## src/hdl/kvcp_pkg.sv

```systemverilog
// Package for the configuration text parser: widths, character codes, key spellings,
// the result struct and key match helpers. No dependencies.
`timescale 1ns / 1ps

package kvcp_pkg;

  localparam int VALUE_BITS = 32;
  localparam int WIDE_W     = VALUE_BITS + 4;
  localparam int OUT_W      = 32;
  localparam int COUNT_W    = 16;
  localparam int KLEN_W     = 4;

  localparam logic [VALUE_BITS-1:0] VALUE_MAX = {VALUE_BITS{1'b1}};
  localparam logic [COUNT_W-1:0]    COUNT_MAX = {COUNT_W{1'b1}};
  localparam logic [KLEN_W-1:0]     KLEN_MAX  = {KLEN_W{1'b1}};

  localparam logic [7:0] CH_NUL  = 8'h00;
  localparam logic [7:0] CH_SEMI = 8'h3B;
  localparam logic [7:0] CH_EQ   = 8'h3D;
  localparam logic [7:0] CH_ZERO = 8'h30;
  localparam logic [7:0] CH_NINE = 8'h39;

  localparam logic [KLEN_W-1:0] BAUD_LEN  = 4'd4;
  localparam logic [KLEN_W-1:0] RETRY_LEN = 4'd7;
  localparam logic [KLEN_W-1:0] ECHO_LEN  = 4'd4;

  // "baud", "retries", "echo"
  localparam logic [7:0] KEY_BAUD  [4] = '{8'h62, 8'h61, 8'h75, 8'h64};
  localparam logic [7:0] KEY_RETRY [7] = '{8'h72, 8'h65, 8'h74, 8'h72, 8'h69, 8'h65, 8'h73};
  localparam logic [7:0] KEY_ECHO  [4] = '{8'h65, 8'h63, 8'h68, 8'h6F};

  typedef struct packed {
    logic [OUT_W-1:0]   baud;
    logic [OUT_W-1:0]   retry;
    logic               echo;
    logic [COUNT_W-1:0] pairs;
  } kvcp_result_t;

  function automatic logic match_baud(logic [KLEN_W-1:0] len, logic [7:0] c);
    return (len < BAUD_LEN) && (KEY_BAUD[len[1:0]] == c);
  endfunction

  function automatic logic match_retry(logic [KLEN_W-1:0] len, logic [7:0] c);
    return (len < RETRY_LEN) && (KEY_RETRY[len[2:0]] == c);
  endfunction

  function automatic logic match_echo(logic [KLEN_W-1:0] len, logic [7:0] c);
    return (len < ECHO_LEN) && (KEY_ECHO[len[1:0]] == c);
  endfunction

endpackage

```

## src/hdl/key_value_config_parser.sv

```systemverilog
// Channel   Direction  Handshake           Payload
// in        sink       in_valid/in_stall   char_code
// out       source     out_valid/out_stall baud_value, retry_value, echo_on, pairs_seen
//
// One byte per cycle unless a result is stalled: each byte sits in the input register,
// where the parser state update runs, and a zero byte loads the result register from
// the input register in the same step as that update.
// Only a zero byte can wait: it holds the input register while a result is stalled.
// Synchronous reset returns the parser to the key phase and clears all settings.
// Top level of the configuration text parser; depends on kvcp_pkg and kvcp_core.
`timescale 1ns / 1ps

module key_value_config_parser (
  input  logic                          clk,
  input  logic                          rst,
  input  logic                          in_valid,
  output logic                          in_stall,
  input  logic [7:0]                    char_code,
  output logic                          out_valid,
  input  logic                          out_stall,
  output logic [kvcp_pkg::OUT_W-1:0]    baud_value,
  output logic [kvcp_pkg::OUT_W-1:0]    retry_value,
  output logic                          echo_on,
  output logic [kvcp_pkg::COUNT_W-1:0]  pairs_seen
);
  import kvcp_pkg::*;

  logic         stage_valid;
  logic [7:0]   stage_char;
  logic         stage_end;
  logic         advance;
  logic         out_free;
  kvcp_result_t result;

  assign stage_end = (stage_char == CH_NUL);
  assign out_free  = !out_valid || !out_stall;
  assign advance   = stage_valid && (!stage_end || out_free);
  assign in_stall  = stage_valid && !advance;

  kvcp_core u_core (
    .clk       (clk),
    .rst       (rst),
    .step      (advance),
    .char_code (stage_char),
    .result    (result)
  );

  always_ff @(posedge clk) begin
    if (rst) begin
      stage_valid <= 1'b0;
    end else if (!in_stall) begin
      stage_valid <= in_valid;
    end
  end

  always_ff @(posedge clk) begin
    if (!in_stall && in_valid) begin
      stage_char <= char_code;
    end
  end

  always_ff @(posedge clk) begin
    if (rst) begin
      out_valid <= 1'b0;
    end else if (advance && stage_end) begin
      out_valid <= 1'b1;
    end else if (!out_stall) begin
      out_valid <= 1'b0;
    end
  end

  always_ff @(posedge clk) begin
    if (advance && stage_end) begin
      baud_value  <= result.baud;
      retry_value <= result.retry;
      echo_on     <= result.echo;
      pairs_seen  <= result.pairs;
    end
  end

endmodule

```

## src/hdl/kvcp_core.sv

```systemverilog
// Parser state and per-byte update of the configuration text parser.
// Depends on kvcp_pkg. Updates its state on each step and shows the result of that byte.
`timescale 1ns / 1ps

module kvcp_core (
  input  logic                  clk,
  input  logic                  rst,
  input  logic                  step,
  input  logic [7:0]            char_code,
  output kvcp_pkg::kvcp_result_t result
);
  import kvcp_pkg::*;

  localparam logic [1:0] PH_KEY   = 2'd0;
  localparam logic [1:0] PH_VALUE = 2'd1;
  localparam logic [1:0] PH_SKIP  = 2'd2;

  logic [1:0]            phase, phase_next;
  logic [KLEN_W-1:0]     key_length, key_length_next;
  logic [2:0]            match_flags, match_flags_next;
  logic [VALUE_BITS-1:0] number_acc, number_acc_next;
  logic [COUNT_W-1:0]    frag_count, frag_count_next;
  logic [VALUE_BITS-1:0] baud_store, baud_store_next;
  logic [VALUE_BITS-1:0] retry_store, retry_store_next;
  logic                  echo_store, echo_store_next;

  logic                  is_digit;
  logic [3:0]            digit;
  logic [WIDE_W-1:0]     times_ten;
  logic                  finish;
  logic [2:0]            keep;

  assign is_digit = (char_code >= CH_ZERO) && (char_code <= CH_NINE);
  assign digit    = 4'(char_code - CH_ZERO);
  // acc * 10 + digit as shift-add; any bit above the value width means saturation.
  assign times_ten = (WIDE_W'(number_acc) << 3) + (WIDE_W'(number_acc) << 1)
                   + WIDE_W'(digit);
  assign keep = {match_echo(key_length, char_code), match_retry(key_length, char_code),
                 match_baud(key_length, char_code)};

  always_comb begin
    phase_next       = phase;
    key_length_next  = key_length;
    match_flags_next = match_flags;
    number_acc_next  = number_acc;
    frag_count_next  = frag_count;
    baud_store_next  = baud_store;
    retry_store_next = retry_store;
    echo_store_next  = echo_store;
    finish           = 1'b0;

    unique case (phase)
      PH_KEY: begin
        if (char_code == CH_SEMI) begin
          key_length_next  = '0;
          match_flags_next = 3'b111;
        end else if (char_code == CH_EQ) begin
          phase_next      = PH_VALUE;
          number_acc_next = '0;
        end else if (char_code != CH_NUL) begin
          match_flags_next = match_flags & keep;
          if (key_length != KLEN_MAX) begin
            key_length_next = key_length + 1'b1;
          end
        end
      end
      PH_VALUE: begin
        if (is_digit) begin
          if (|times_ten[WIDE_W-1:VALUE_BITS]) begin
            number_acc_next = VALUE_MAX;
          end else begin
            number_acc_next = times_ten[VALUE_BITS-1:0];
          end
        end else begin
          finish = 1'b1;
          if (char_code == CH_SEMI) begin
            phase_next       = PH_KEY;
            key_length_next  = '0;
            match_flags_next = 3'b111;
          end else if (char_code != CH_NUL) begin
            phase_next = PH_SKIP;
          end
        end
      end
      PH_SKIP: begin
        if (char_code == CH_SEMI) begin
          phase_next       = PH_KEY;
          key_length_next  = '0;
          match_flags_next = 3'b111;
        end
      end
      default: begin
        phase_next = PH_KEY;
      end
    endcase

    // A value ends: store it under the key that matched and count the fragment.
    if (finish) begin
      if (match_flags[0] && (key_length == BAUD_LEN)) begin
        baud_store_next = number_acc;
      end else if (match_flags[1] && (key_length == RETRY_LEN)) begin
        retry_store_next = number_acc;
      end else if (match_flags[2] && (key_length == ECHO_LEN)) begin
        echo_store_next = |number_acc;
      end
      if (frag_count != COUNT_MAX) begin
        frag_count_next = frag_count + 1'b1;
      end
    end

    result.baud  = OUT_W'(baud_store_next);
    result.retry = OUT_W'(retry_store_next);
    result.echo  = echo_store_next;
    result.pairs = frag_count_next;

    // The end of the text starts a fresh one.
    if (char_code == CH_NUL) begin
      phase_next       = PH_KEY;
      key_length_next  = '0;
      match_flags_next = 3'b111;
      number_acc_next  = '0;
      frag_count_next  = '0;
    end
  end

  always_ff @(posedge clk) begin
    if (rst) begin
      phase       <= PH_KEY;
      key_length  <= '0;
      match_flags <= 3'b111;
      number_acc  <= '0;
      frag_count  <= '0;
      baud_store  <= '0;
      retry_store <= '0;
      echo_store  <= 1'b0;
    end else if (step) begin
      phase       <= phase_next;
      key_length  <= key_length_next;
      match_flags <= match_flags_next;
      number_acc  <= number_acc_next;
      frag_count  <= frag_count_next;
      baud_store  <= baud_store_next;
      retry_store <= retry_store_next;
      echo_store  <= echo_store_next;
    end
  end

endmodule

```

## config.mk

```make
export PLATFORM = sky130hd
export DESIGN_NAME = key_value_config_parser
export DESIGN_NICKNAME = d
export VERILOG_FILES = /design/src/hdl/kvcp_pkg.sv /design/src/hdl/key_value_config_parser.sv /design/src/hdl/kvcp_core.sv
export SDC_FILE = /design/constraint.sdc
export NUM_CORES = 1
export LEC_CHECK = 0
export ABC_AREA = 0
export BUFFER_PORTS_ARGS = -buffer_cell sky130_fd_sc_hd__buf_2
export CELL_PAD_IN_SITES_DETAIL_PLACEMENT = 1
export CELL_PAD_IN_SITES_GLOBAL_PLACEMENT = 1
export CORE_MARGIN = 10
export CORE_UTILIZATION = 45
export DETAILED_ROUTE_END_ITERATION = 10
export PLACE_DENSITY = 0.88
export REMOVE_ABC_BUFFERS = 1
export SLEW_MARGIN = 25
export SYNTH_ARGS = -nofsm -noshare
export SYNTH_HDL_FRONTEND = slang
export SYNTH_SLANG_ARGS = --single-unit
```

## constraint.sdc

```tcl
create_clock -name clk -period 15.7 [get_ports clk]
set_input_delay 3.14 -clock clk [delete_from_list [all_inputs] [get_ports clk]]
set_output_delay 3.14 -clock clk [all_outputs]
set_load 0.01 [all_outputs]
```

==> metrics.txt <==
maxcap violations=0; number of global-route vias before repair=9769; die width=177.1 um; CP peak stage delay=0.20 ns; Port Buffer Count=94; largest family of logic cells by synthesized area=simple AND/OR/NAND/NOR gates; # IOs=95; area grow syn2layout=13.59%; Comb pwr share=5.4%; cell family with most CP delay=simple AND/OR/NAND/NOR gates; Die H=177.1 um; Multi-input gate area=5664 um2; Seq/Total Area, Yosys=46.44%; CTS tree=done; #FFs+latches synth=213; Tightest Hold Check Type=register to register; adder-cell share of the synthesized area=8.477%; Setup Fix Bufs, Post-CTS=0; initial drt markers=545; final hold vios=0; Layout Skew=0.02620 ns; GRT Overall Usage=19.11%; top-area cell type share of the netlist area=24.08%; Primary FF master, synth=dfxtp_1; post-CTS sizing=0; Setup Viol. Count Final=0; fraction of registers with async set/reset=0%; Post-DRT Antenna Nets=0; TritonRoute pass-1 iters=5; number of synthesized flops with an enable pin=89; Net Sw Power=0.2730 mW; pwr/cell area=95.48 nW/um2; Worst VDD drop=0.06011 mV; Internal=0.9308 mW; cell area after layout=12610 um2; GPL Wtd Cong=0.9005; Avg Cell Area, Syn=9.779 um2; clk sink count=213; crit-path most repeated cell=buf_2; Sw Share=22.68%; Row Count=57; DRC=0; CP arrival=3.75 ns; setup TNS=0 ns; RSZ-0062 raised after global routing=no; critical path's slowest cell=nor2_1; initial antenna violation count=0; Synth top cells by count=185 x nor2_1, 124 x dfxtp_1, 89 x edfxtp_1, 81 x nor3_1, 72 x ha_1; Post-DP Area=11840 um2; total grt overflow=0; # fillers=2727; fin crit share=43.87%; Initial Util=45.64%; fin nets=1288; synth unique cells=67; clk slew on worst S/H paths=0.06 ns; final WL=30350 um; global-route wire length before repair=49850 um; status=completed; Reg power frac=49.8%; crit-path cells=buf_2 -> nand2_1 -> nor2_1 -> buf_2; share of layout cells above drive strength 1=18.47%; fmax=0.1452 GHz; Synth area leaders=edfxtp_1 24%, dfxtp_1 22%, ha_1 8.1%, mux2_2 6.9%, nor2_1 6.3%; cell count after synthesis=1135; most frequent cell after synthesis=nor2_1; crit path capture type=output pin; Register Area=5155 um2; largest net degree at the start of global routing=81; clock latency on the worst-skew pair=0.52 ns; WL/cell=19.68 um; post-synthesis mux area share=7.169%; CP startpoint kind=input pin; vias=9004; Hold-fix buffers, CTS=0; Post-Synth XOR/XNOR Area=3.551%; Yosys top cell by area=edfxtp_1; Ys Warns=0; required time of the critical path=12.56 ns; Worst-Margin Slew=1.028 ns; Die ar.=31350 um2; WP buf/inv=2; Crit Path Category=input pin to output pin; via density per instance=5.839; fin crit period=6.888 ns; Final HPWL DP=20320 um; Clk network pwr share=44.7%; Synth Area in Compound Gates=12.54%; Final Max Tran Viols=0; Leak Pwr=5.291 nW; CP Max Fanout=3; H-tree depth=1; Longest Clk Path Bufs=3; Slew HR=31.37%; Root Buffer=clkbuf_16; ant diodes=0; total CTS buffers=23; synthesized area=11100 um2; simple logic cell fraction of the synthesized area=18.62%; core box area=24320 um2
## layout by cell type, fill, tap and decap left out, drive strengths merged, types with 11 or more instances in the layout
master,count
nor2,185
dfxtp,124
buf,104
edfxtp,89
nor3,81
ha,72
mux2,68
nand2,60
a21oi,51
nand3,45
a22oi,34
o21ai,31
xnor2,28
clkbuf,26
inv,21
nand4,18
xor2,17
nor4,12
a21o,12
clkinv,11
## logic make-up after synthesis
group	count (synthesis)
AO/OA/AOI/OAI	201
XOR/XNOR	45
adder cells (fa/ha/maj)	74
buffers and inverters	83
flip-flops	213
multiplexers	71
AND/OR/NAND/NOR	448
## final timing paths
kind                                         endpoint  cells after the start  slack, ns               from
worst max register to register  u_core.number_acc[20]                     12      11.13      stage_char[3]
worst min register to register      u_core.echo_store                      2       0.46  u_core.echo_store
worst max-delay path                         in_stall                      4       8.81          out_stall
worst min-delay path                u_core.echo_store                      2       0.46  u_core.echo_store
## metrics by stage
stage               std cells  utilization, %  setup WS [ns]  total power, mW  hold slack [ns]
floorplan                1073               -          6.258           0.6557           0.4307
global placement         1500           48.67          8.839           0.6706           0.4446
detailed placement       1500           48.69          8.792           0.6765           0.4564
CTS                      1541           51.76          8.794            1.215           0.4651
global route             1542           51.84          8.725            1.246           0.4864
finish                   1542           51.84          8.812            1.204           0.4617
## layout make-up
cell class                 instances  share of cell area [%]
multi-input combinational        839                   44.92
clock inverter                    15                   1.022
tap                              324                   3.215
inverter                          21                  0.6252
clock buffer                      26                   4.902
sequential                       213                   40.89
timing repair buffer             104                   4.426
## sequential cells by signal (all words and copies together), names as in the netlist, 8 cells and up
register,count
pairs_seen,16
u_core.number_acc,32
retry_value,32
baud_value,32
stage_char,8
u_core.retry_store,32
u_core.baud_store,32
u_core.frag_count,16
## routing by layer
metal	share of wire, %	wire, um	GRT usage (%)
met3	3.7	1117	2.582
met2	52	15690	35.63
met4	2.8	859	6.375
met5	0	0	0
met1	42	12680	21.84
## power by group through the flow
stage	registers, mW	logic (mW)	clock network (mW)
finish	0.600	0.0655	0.538
global route	0.601	0.0741	0.570
CTS	0.600	0.0662	0.549
detailed placement	0.612	0.0648	0
global placement	0.610	0.0606	0
floorplan	0.608	0.0473	0
## tightest hold or removal path, stage by stage (launching register included)
cell and delay, ns:
dfxtp_1 0.31, nand2_1 0.05, a21oi_1 0.05
Power figures use the tool's default switching activity.
